$ cat src/hdl/htach_pkg.sv
// shared types and constants for the hall tachometer
package htach_pkg;

  localparam int TICK_W      = 32;
  localparam int TIMEOUT_W   = 16;
  localparam int PERIOD_W    = 10;
  localparam int RPM_W       = 22;
  localparam int PROD_W      = TICK_W + PERIOD_W;
  localparam int CFG_INDEX_W = 1;
  localparam int CFG_DATA_W  = 16;

  localparam logic [RPM_W-1:0]     RPM_MAX       = 22'd3000000;
  localparam int                   MS_PER_MINUTE = 60000;
  localparam logic [TIMEOUT_W-1:0] TIMEOUT_RESET = 16'd100;
  localparam logic [PERIOD_W-1:0]  PERIOD_RESET  = 10'd1;

  // configuration register indexes
  localparam logic [CFG_INDEX_W-1:0] CFG_TIMEOUT = 1'd0;
  localparam logic [CFG_INDEX_W-1:0] CFG_PERIOD  = 1'd1;

  // request classes produced by the front end
  localparam int OP_W = 2;
  localparam logic [OP_W-1:0] OP_TICK      = 2'd0;
  localparam logic [OP_W-1:0] OP_HALL_LOW  = 2'd1;
  localparam logic [OP_W-1:0] OP_HALL_HIGH = 2'd2;

  typedef struct packed {
    logic            valid;
    logic [OP_W-1:0] op;
  } queue_head_t;

endpackage

$ cat src/hdl/hall_tachometer_rpm.sv
// top level of the hall sensor tachometer
// tick and low-level hall requests: queued in the front, then the back end registers the result as it takes them
// high-level hall requests: the back end steps through ring read, multiply and the
//   one-bit-per-cycle serial divider; the back end takes one request at a time
// the two-entry front queue keeps accepting, until it is full, while the back end computes or a result waits
// synchronous active-high reset clears counters, speed, ring valid bits and loads
//   the register defaults (timeout 100 ticks, 1 ms per tick); no clearing pass
module hall_tachometer_rpm #(
  parameter int SAMPLES = 50
) (
  input  logic                              clk,
  input  logic                              rst,
  // request channel
  input  logic                              item_valid,
  output logic                              item_stall,
  input  logic                              req_type,
  input  logic                              hall_level,
  // result channel
  output logic                              result_valid,
  input  logic                              result_stall,
  output logic [htach_pkg::RPM_W-1:0]       rpm,
  output logic                              timed_out,
  // configuration write channel
  input  logic                              cfg_valid,
  output logic                              cfg_ready,
  input  logic [htach_pkg::CFG_INDEX_W-1:0] cfg_index,
  input  logic [htach_pkg::CFG_DATA_W-1:0]  cfg_data
);
  import htach_pkg::*;

  logic [TIMEOUT_W-1:0] timeout_ticks;
  logic [PERIOD_W-1:0]  tick_period_ms;
  queue_head_t          head;
  logic                 pop;

  // register writes are always taken; software is to write only while idle, which the block does not enforce
  assign cfg_ready = 1'b1;

  always_ff @(posedge clk) begin
    if (rst) begin
      timeout_ticks  <= TIMEOUT_RESET;
      tick_period_ms <= PERIOD_RESET;
    end else if (cfg_valid && cfg_ready) begin
      case (cfg_index)
        CFG_TIMEOUT: timeout_ticks  <= cfg_data;
        CFG_PERIOD:  tick_period_ms <= cfg_data[PERIOD_W-1:0];
        default: begin
        end
      endcase
    end
  end

  // front: classify each request as tick, hall low or hall high and queue it
  htach_front u_front (
    .clk        (clk),
    .rst        (rst),
    .item_valid (item_valid),
    .item_stall (item_stall),
    .req_type   (req_type),
    .hall_level (hall_level),
    .head       (head),
    .pop        (pop)
  );

  // back: counters, timestamp ring and the serial speed divide
  htach_back #(
    .SAMPLES (SAMPLES)
  ) u_back (
    .clk            (clk),
    .rst            (rst),
    .head           (head),
    .pop            (pop),
    .timeout_ticks  (timeout_ticks),
    .tick_period_ms (tick_period_ms),
    .result_valid   (result_valid),
    .result_stall   (result_stall),
    .rpm            (rpm),
    .timed_out      (timed_out)
  );

endmodule

$ cat src/hdl/htach_ram.sv
// generic single-write, single-read ram with registered read data
module htach_ram #(
  parameter int WIDTH = 32,
  parameter int DEPTH = 50
) (
  input  logic                     clk,
  input  logic                     we,
  input  logic [$clog2(DEPTH)-1:0] waddr,
  input  logic [WIDTH-1:0]         wdata,
  input  logic [$clog2(DEPTH)-1:0] raddr,
  output logic [WIDTH-1:0]         rdata
);

  logic [WIDTH-1:0] mem [DEPTH];

  always_ff @(posedge clk) begin
    if (we) begin
      mem[waddr] <= wdata;
    end
    rdata <= mem[raddr];
  end

endmodule

$ cat src/hdl/htach_front.sv
// front end: classifies requests and holds them in a two-entry queue
module htach_front (
  input  logic                  clk,
  input  logic                  rst,
  input  logic                  item_valid,
  output logic                  item_stall,
  input  logic                  req_type,
  input  logic                  hall_level,
  output htach_pkg::queue_head_t head,
  input  logic                  pop
);
  import htach_pkg::*;

  logic [OP_W-1:0] entry [2];
  logic            wr_ptr;
  logic            rd_ptr;
  logic [1:0]      count;
  logic            push;
  logic [OP_W-1:0] op_in;

  assign item_stall = (count == 2'd2);
  assign push       = item_valid && !item_stall;

  always_comb begin
    if (!req_type) begin
      op_in = OP_TICK;
    end else if (hall_level) begin
      op_in = OP_HALL_HIGH;
    end else begin
      op_in = OP_HALL_LOW;
    end
  end

  always_ff @(posedge clk) begin
    if (push) begin
      entry[wr_ptr] <= op_in;
    end
  end

  always_ff @(posedge clk) begin
    if (rst) begin
      wr_ptr <= 1'b0;
      rd_ptr <= 1'b0;
      count  <= 2'd0;
    end else begin
      if (push) begin
        wr_ptr <= ~wr_ptr;
      end
      if (pop) begin
        rd_ptr <= ~rd_ptr;
      end
      case ({push, pop})
        2'b10:   count <= count + 2'd1;
        2'b01:   count <= count - 2'd1;
        default: count <= count;
      endcase
    end
  end

  assign head.valid = (count != 2'd0);
  assign head.op    = entry[rd_ptr];

  a_no_pop_empty: assert property (@(posedge clk) disable iff (rst)
    pop |-> count != 2'd0)
    else $error("pop from empty queue");

endmodule

$ cat src/hdl/htach_div.sv
// serial restoring divider: constant numerator over a variable divisor
module htach_div #(
  parameter int NUMER = 3000000,
  parameter int DIV_W = 42
) (
  input  logic                             clk,
  input  logic                             rst,
  input  logic                             start,
  input  logic [DIV_W-1:0]                 divisor,
  output logic                             done,
  output logic [$clog2(NUMER+1)-1:0]       quotient
);

  localparam int NUM_W = $clog2(NUMER + 1);
  localparam int CNT_W = $clog2(NUM_W + 1);
  localparam int CMP_W = (DIV_W > NUM_W + 1) ? DIV_W : NUM_W + 1;

  logic [NUM_W-1:0] rem;
  logic [NUM_W-1:0] quo;
  logic [DIV_W-1:0] dvs;
  logic [CNT_W-1:0] cnt;
  logic             busy;
  logic [NUM_W:0]   rem_sh;
  logic             ge;
  logic [CMP_W-1:0] diff;

  assign rem_sh = {rem, quo[NUM_W-1]};
  assign ge     = CMP_W'(rem_sh) >= CMP_W'(dvs);
  assign diff   = CMP_W'(rem_sh) - CMP_W'(dvs);

  always_ff @(posedge clk) begin
    if (rst) begin
      busy <= 1'b0;
      done <= 1'b0;
      cnt  <= '0;
    end else begin
      done <= 1'b0;
      if (start) begin
        busy <= 1'b1;
        cnt  <= CNT_W'(NUM_W);
        rem  <= '0;
        quo  <= NUM_W'(NUMER);
        dvs  <= divisor;
      end else if (busy) begin
        rem <= ge ? diff[NUM_W-1:0] : rem_sh[NUM_W-1:0];
        quo <= {quo[NUM_W-2:0], ge};
        cnt <= cnt - 1'b1;
        if (cnt == CNT_W'(1)) begin
          busy <= 1'b0;
          done <= 1'b1;
        end
      end
    end
  end

  assign quotient = quo;

endmodule

$ cat src/hdl/htach_back.sv
// back end: tick and timeout state, timestamp ring, speed computation
module htach_back #(
  parameter int SAMPLES = 50
) (
  input  logic                            clk,
  input  logic                            rst,
  input  htach_pkg::queue_head_t          head,
  output logic                            pop,
  input  logic [htach_pkg::TIMEOUT_W-1:0] timeout_ticks,
  input  logic [htach_pkg::PERIOD_W-1:0]  tick_period_ms,
  output logic                            result_valid,
  input  logic                            result_stall,
  output logic [htach_pkg::RPM_W-1:0]     rpm,
  output logic                            timed_out
);
  import htach_pkg::*;

  localparam int SLOT_W = $clog2(SAMPLES);
  localparam int NUMER  = MS_PER_MINUTE * SAMPLES;
  localparam int NUM_W  = $clog2(NUMER + 1);

  localparam logic [1:0] S_IDLE = 2'd0;
  localparam logic [1:0] S_READ = 2'd1;
  localparam logic [1:0] S_MUL  = 2'd2;
  localparam logic [1:0] S_DIV  = 2'd3;

  logic [1:0]           state;
  logic [TICK_W-1:0]    tick_count;
  logic [TIMEOUT_W-1:0] timeout_count;
  logic                 activity_seen;
  logic [RPM_W-1:0]     speed_value;
  logic [SLOT_W-1:0]    write_slot;
  logic [SAMPLES-1:0]   stamp_valid;
  logic                 old_valid;
  logic [TICK_W-1:0]    span;
  logic [PROD_W-1:0]    prod;
  logic                 div_start;
  logic                 div_done;
  logic [NUM_W-1:0]     quotient;
  logic [TICK_W-1:0]    rd_data;
  logic [SLOT_W-1:0]    slot_next;
  logic                 stamp_we;
  logic [TIMEOUT_W-1:0] period;
  logic [TIMEOUT_W-1:0] tc_inc;
  logic                 check_due;
  logic [RPM_W-1:0]     speed_sat;
  logic                 result_load;

  assign pop = head.valid && (state == S_IDLE) && (!result_valid || !result_stall);

  assign slot_next = (write_slot == SLOT_W'(SAMPLES - 1)) ? '0 : write_slot + 1'b1;
  assign stamp_we  = pop && (head.op == OP_HALL_HIGH);

  // a new result is loaded by a quick request or by the end of a divide
  assign result_load = (pop && (head.op != OP_HALL_HIGH)) || ((state == S_DIV) && div_done);

  assign period    = (timeout_ticks == '0) ? TIMEOUT_W'(1) : timeout_ticks;
  assign tc_inc    = timeout_count + 1'b1;
  assign check_due = tc_inc >= period;

  // zero divisor and oversized quotients both clamp to the top speed
  always_comb begin
    if (prod == '0) begin
      speed_sat = RPM_MAX;
    end else if (32'(quotient) > 32'(RPM_MAX)) begin
      speed_sat = RPM_MAX;
    end else begin
      speed_sat = RPM_W'(quotient);
    end
  end

  htach_ram #(
    .WIDTH (TICK_W),
    .DEPTH (SAMPLES)
  ) u_ring (
    .clk   (clk),
    .we    (stamp_we),
    .waddr (write_slot),
    .wdata (tick_count),
    .raddr (slot_next),
    .rdata (rd_data)
  );

  htach_div #(
    .NUMER (NUMER),
    .DIV_W (PROD_W)
  ) u_div (
    .clk      (clk),
    .rst      (rst),
    .start    (div_start),
    .divisor  (prod),
    .done     (div_done),
    .quotient (quotient)
  );

  always_ff @(posedge clk) begin
    if (rst) begin
      state         <= S_IDLE;
      tick_count    <= '0;
      timeout_count <= '0;
      activity_seen <= 1'b0;
      speed_value   <= '0;
      write_slot    <= '0;
      stamp_valid   <= '0;
      old_valid     <= 1'b0;
      div_start     <= 1'b0;
      result_valid  <= 1'b0;
      rpm           <= '0;
      timed_out     <= 1'b0;
    end else begin
      div_start <= (state == S_MUL);
      if (result_load) begin
        result_valid <= 1'b1;
      end else if (result_valid && !result_stall) begin
        result_valid <= 1'b0;
      end
      case (state)
        S_IDLE: begin
          if (pop) begin
            case (head.op)
              OP_TICK: begin
                tick_count <= tick_count + 1'b1;
                if (check_due) begin
                  timeout_count <= '0;
                  activity_seen <= 1'b0;
                  if (!activity_seen) begin
                    speed_value <= '0;
                    rpm         <= '0;
                    timed_out   <= 1'b1;
                  end else begin
                    rpm       <= speed_value;
                    timed_out <= 1'b0;
                  end
                end else begin
                  timeout_count <= tc_inc;
                  rpm           <= speed_value;
                  timed_out     <= 1'b0;
                end
              end
              OP_HALL_HIGH: begin
                activity_seen           <= 1'b1;
                stamp_valid[write_slot] <= 1'b1;
                old_valid               <= stamp_valid[slot_next];
                write_slot              <= slot_next;
                state                   <= S_READ;
              end
              default: begin
                activity_seen <= 1'b1;
                rpm           <= speed_value;
                timed_out     <= 1'b0;
              end
            endcase
          end
        end
        S_READ: begin
          // slots never written read as zero through their cleared valid bit
          span  <= tick_count - (old_valid ? rd_data : '0);
          state <= S_MUL;
        end
        S_MUL: begin
          prod  <= PROD_W'(span) * PROD_W'(tick_period_ms);
          state <= S_DIV;
        end
        S_DIV: begin
          if (div_done) begin
            speed_value <= speed_sat;
            rpm         <= speed_sat;
            timed_out   <= 1'b0;
            state       <= S_IDLE;
          end
        end
        default: state <= S_IDLE;
      endcase
    end
  end

  a_cleared_zero: assert property (@(posedge clk) disable iff (rst)
    result_valid && timed_out |-> rpm == '0)
    else $error("timeout result with nonzero speed");

  a_rpm_bound: assert property (@(posedge clk) disable iff (rst)
    result_valid |-> rpm <= RPM_MAX)
    else $error("speed above saturation limit");

  a_slot_range: assert property (@(posedge clk) disable iff (rst)
    32'(write_slot) < SAMPLES)
    else $error("write slot out of ring");

  a_pop_progress: assert property (@(posedge clk) disable iff (rst)
    pop |=> (state != S_IDLE) || result_valid)
    else $error("request taken without result or work");

endmodule

$ cat config.mk
export PLATFORM = sky130hd
export DESIGN_NAME = hall_tachometer_rpm
export DESIGN_NICKNAME = d
export VERILOG_FILES = /design/src/hdl/htach_pkg.sv /design/src/hdl/hall_tachometer_rpm.sv /design/src/hdl/htach_ram.sv /design/src/hdl/htach_front.sv /design/src/hdl/htach_div.sv /design/src/hdl/htach_back.sv
export SDC_FILE = /design/constraint.sdc
export NUM_CORES = 2
export LEC_CHECK = 0
export ABC_CLOCK_PERIOD_IN_PS = 6500
export BUFFER_PORTS_ARGS = -buffer_cell sky130_fd_sc_hd__buf_2
export CAP_MARGIN = 25
export CORE_AREA = 2 2 296 517
export DETAILED_ROUTE_END_ITERATION = 10
export DIE_AREA = 0 0 298 519
export GPL_TIMING_DRIVEN = 0
export PLACE_DENSITY = 0.73
export SLEW_MARGIN = 20
export SYNTH_ARGS = -nofsm -noshare
export SYNTH_HDL_FRONTEND = slang
export SYNTH_SLANG_ARGS = --single-unit
$ cat constraint.sdc
create_clock -name clk -period 6.5 [get_ports clk]
set_input_delay 0 -clock clk [delete_from_list [all_inputs] [get_ports clk]]
set_output_delay 0 -clock clk [all_outputs]
set_load 0.01 [all_outputs]
# After elaboration in Yosys (flattened, before gate mapping)
# Memories as Yosys holds them, arrays and structs flattened. A register that Yosys moved wholly into a read port is not among the register bits.
# Cells that the tools add are included.
# totals
mem_bits_rw	1604
regBits	352
out_inout_bits	26
memories	2
input_bits	24
wordCells	152
# mem_list
memory	words	word_bits	read_ports	rd_ports_with_merged_regs	write_ports	line_no	text
u_back.u_ring.mem	50	32	1	1	1	htach_ram.sv:14	logic [WIDTH-1:0] mem [DEPTH];
u_front.entry	2	2	1	1	1	htach_front.sv:14	logic [OP_W-1:0] entry [2];
# classes
bitwise_logic	6
eq_ne	16
order_cmp	6
addsub	8
n_mux	51
n_mul	1
reduce_logical	36
# op_table
op	count
$mux W22	11
$pmux W22 S2	3
$or A50 B50 Y50	1
$ge A23 B42 Y1	1
$logic_not A42 Y1	1
$mul A32 B10 Y42	1
$add A32 B1 Y32 const B	1
$mux W16	2
$mux W32	1
$sub A32 B32 Y32	1
$gt A22 B22 Y1 const B	1
$sub A22 B22 Y22	1
$mux W1	20
$add A16 B1 Y16 const B	1
$ge A16 B16 Y1	1
$logic_not A16 Y1	1
$lt A6 B7 Y1 const B	2
$reduce_and A2 Y1	6
$reduce_and A3 Y1	4
$eq A2 B2 Y1 const B	5
$mux W2	5
$mux W5	2
$ne A2 B2 Y1 const B	5
$reduce_bool A2 Y1	5
23 further kinds	42

# Depth between registers and ports, before layout
# logic_depth
ltp_word	7
mapped_depth	23
ltp_nobuf	21

# By module
# A second synthesis with hierarchy kept.
# unflattened
cells_unflattened	5616
hier_area_um2	89060.4
# modules_own_cells
mod	seq_area_each_um2	cells_each	area_each_um2	instances
htach_ram	48686.7	2733	61760.5	1
htach_back	5325.1	2305	20948.8	1
htach_div	2722.6	436	4844.6	1
hall_tachometer_rpm	520.5	109	1132.3	1
htach_front	220.2	33	374.1	1

# Worst setup path before layout
# Ideal clock, no wire load.
# synth_path
path_type	reg2reg
start	register tick_period_ms[1]
end	register u_back.prod[24] (data pin)
n_path_buf	1
required_ns	6.243
stages_incl_launch_ff	20
setup_ns	0.257
slack_ns	0.699
t_arrival_ns	5.544
path_cell_list	dfxtp_1 -> clkbuf_1 -> nand2_1 -> fa_1 -> inv_1 -> fa_1 -> fa_1 -> fa_1 -> inv_1 -> fa_1 -> inv_1 -> ha_1 -> a21o_1 -> a21o_1 -> a211oi_1 -> a21oi_1 -> o21a_1 -> o21ai_0 -> or4b_2 -> nor3b_1
# synth_via
elab_chain_len	1
# synth_rtl
item	line_no	text
start: declaration	hall_tachometer_rpm.sv:32	logic [PERIOD_W-1:0] tick_period_ms;
start signal: assignment	hall_tachometer_rpm.sv:46	CFG_PERIOD: tick_period_ms <= cfg_data[PERIOD_W-1:0];
$mul A32 B10 Y42	htach_back.sv:161	prod <= PROD_W'(span) * PROD_W'(tick_period_ms);
end signal: assignment	htach_back.sv:161	
end: declaration	htach_back.sv:36	logic [PROD_W-1:0] prod;
# Every way passes these cells.
# A chain may end at the register's enable or synchronous reset.

# Worst setup path in the final report
# layout_path
start	register tick_period_ms[1]
end	register u_back.prod[38] (data pin)
# Same word-level chain as after synthesis.

==> results.toml <==
[power_and_ir_drop]
leakage_nw = 35.67
totalPowerFinal_w = 0.03222
power_density_nw_per_um2 = 317.2
ir_drop_v = 0.0002699

[setup_path]
worst_ep_arrival_time_ps = 6930
r2r_start = "tick_period_ms[1]"
endpoint_kind = "register"
critPathLaunchType = "register"
critPathMaxFanout = 10
critPathRequiredTime_ps = 7050
crit_type = "reg2reg"
cp-startpoint = "tick_period_ms[1]"

[sta]
period_needed_ps = 6386
max-slew-margin-rel = 0.1746
worst_pin_slew_ps = 1238
setup_slack_ps = 113.5
slew_viol_final = 0
finClkSkew_ps = 58.18
setup_viol = 0
max_freq_mhz = 156.6
fin_crit_sh = 0.9825
hold_viol_final = 0

[floorplanning]
die_h_um = 519
num_rows = 189
die_area_um2 = 154700
die_w_um = 298
io_pins = 50
core-area_um2 = 150900
start_util = 0.5949

[yosys]
synthTopCellsByCount = "edfxtp_1, nand2_1, nor2_1"
yosys_register_bits = 1989
synthCells = 6671
synth_area_per_cell_um2 = 13.45
async_reset_ff_frac = 0
yosysTopAreaCellShare = 0.5902
yosys.cell_types.count = 84
synth_top_area_cell = "edfxtp_1"
synth_flop_cell = "edfxtp_1"
netlist_area_um2 = 89760
postSynthNetCount = 7094
yosysWarnings = 0
yosysSeqAreaShare = 0.6403
netlist_top_cells_area = "edfxtp_1, fa_1, dfxtp_1"
synth_edf_count = 1764
synth_most_common_cell = "edfxtp_1"

[cells_and_area]
nFillCells = 10600
layout.nets = 7469
drive_gt1_frac = 0.1057
fin_area_um2 = 101600
finalNonFillerCells = 9194
finish.utilization = 0.6734
area_delta_synth_final_pct = 13.19

[grt]
grt_overflow = 0
antenna_found_initial = 18
grt_max_degree = 57
grt_pass1_wl_um = 394800
grt.total_usage = 0.3542
grt_pass1_vias = 60050

[place]
place_area_um2 = 94990
dp_worst_setup_slack_ps = -603.7
place_inst = 8811
gp_congestion = 1.122
dpl.hpwl_um = 200800
io_buffers = 47

[drt]
antenna_left = 0
route.detailed.drc = 0
vias = 58680
first_iter_violations = 5531
drt_pre_antenna_iters = 6
wl_um = 274900
vias_per_cell = 6.383
wl_per_cell_um = 29.90

[min_path]
hold_class = "in2reg"
worstHoldStart = "hall_level"

[clocking]
clk_pin_slew_ps = 70
cts.sinks = 1989
cts_tree = "built"
insertion_delay_ps = 860
cts_root_buf = "clkbuf_16"
cts_inserted_buffers = 179
clock_path_buffers = 4
htree_levels = 4

[flow_run]
maxCapViolCount = 0

[status]
status = "complete, no violations"
[cell usage in the layout, fill, tap and decap left out, types with 30 or more instances in the layout]
| master | netlist | layout |
|---|---|---|
| and3_1 | 157 | 157 |
| o221ai_1 | 136 | 136 |
| o21ai_0 | 194 | 193 |
| buf_2 | 67 | 117 |
| buf_16 | 0 | 34 |
| a211oi_1 | 119 | 118 |
| mux4_2 | 97 | 97 |
| edfxtp_1 | 1764 | 1764 |
| fa_1 | 240 | 240 |
| nor3_1 | 40 | 39 |
| nand2_1 | 927 | 927 |
| mux2i_1 | 301 | 301 |
| clkbuf_16 | 0 | 184 |
| o22ai_1 | 134 | 134 |
| xor2_1 | 47 | 47 |
| buf_1 | 35 | 32 |
| clkbuf_1 | 300 | 294 |
| dlygate4sd3_1 | 0 | 63 |
| nor2b_1 | 32 | 30 |
| inv_1 | 310 | 310 |
| dfxtp_1 | 225 | 184 |
| and2_1 | 174 | 174 |
| ha_1 | 159 | 159 |
| a21o_1 | 56 | 56 |
| a21oi_1 | 234 | 231 |
| xnor2_1 | 67 | 67 |
| nand3_1 | 62 | 62 |
| nor2_4 | 1 | 53 |
| a311oi_1 | 70 | 69 |
| buf_12 | 0 | 55 |
| nor2_1 | 321 | 269 |
| a31oi_1 | 107 | 107 |
[state kept, by name, indices dropped and copies added, names as in the netlist, 32 cells and up, named ones only]
register and count:
u_back.prod 42, u_back.span 32, u_back.stamp_valid 50, u_back.tick_count 32
u_back.u_div.dvs 42, u_back.u_ring.mem 1600, u_back.u_ring.rdata 32
[area by class of cell]
class	instances	area (µm²)	share of cell area
clock buffer	237	4903	0.04827
antenna	6	15.01	0.0001478
clock inverter	81	838.3	0.008252
buffer	389	1635	0.01610
tap	2005	2509	0.02469
timing repair buffer	216	3042	0.02994
multi-input combinational	3960	29900	0.2943
inverter	311	1167	0.01149
sequential	1989	57580	0.5668
[per-stage QoR]
step | setup TNS (ps) | hold WS, ps
after floorplan | 0 | 117.8
after global placement | -8363 | 234.6
after detailed placement | -4196 | 225.9
after CTS | 0 | 4.660
after global routing | -41.62 | 44.74
final | 0 | 33.02
[worst paths after layout]
path                     endpoint  slack, ps  depth (start not counted)
max               u_back.prod[38]        110                         19
min           u_front.entry[0][1]         30                          3
max reg2reg       u_back.prod[38]        110                         19
min reg2reg  u_back.u_div.dvs[41]        460                          0
[kinds of logic (layout without fill, tap and decap cells)]
group | count (synthesis) | count (layout) | share of synthesized area
other cells | 1 | 7 | 0.00004178
simple gates | 1848 | 1848 | 0.09390
buf+inv | 722 | 1234 | 0.03150
xor+xnor | 114 | 114 | 0.01112
compound gates | 1199 | 1199 | 0.08936
mux | 399 | 399 | 0.05803
flops | 1989 | 1989 | 0.6403
fa+ha+maj | 399 | 399 | 0.07569
[metal layers]
| layer | vias up | global-route usage | wire, µm | part of all wire |
|---|---|---|---|---|
| met5 | - | 0 | 79 | 0.00029 |
| met4 | 12 | 0.3136 | 29360 | 0.11 |
| met3 | 900 | 0.04783 | 17970 | 0.065 |
| met2 | 2954 | 0.6214 | 140400 | 0.51 |
| met1 | 29430 | 0.3702 | 87080 | 0.32 |
| li1 | 25380 | - | - | - |
[critical path: stages (launching register included)]
cell      delay [ps]
dfxtp_2          450
clkbuf_2         320
nand2_1          130
fa_1             590
inv_1             60
fa_1             490
fa_1             520
fa_1             500
inv_1             50
fa_1             620
inv_1             80
ha_1             380
a21o_1           190
a21o_1           190
a21oi_2          280
o22ai_1          180
nor4_1           300
a21oi_2          170
a31oi_1          390
o311ai_0         200
[power by group]
part / internal (W) / switching [W] / leakage [nW]
clock: 0.00592 / 0.00468 / 2.79
combinational: 0.00236 / 0.00487 / 15.3
sequential: 0.0142 / 0.000236 / 17.6
total: 0.0224 / 0.00979 / 35.7
[what timing repair did]
item	in CTS	in global routing
hold buffers	63	0
setup buffers	0	18
endpoints found under the setup margin	16	9
endpoints found under the hold margin	38	0
resized for setup	35	34
pin swaps	0	4
Power figures use the tool's default switching activity.
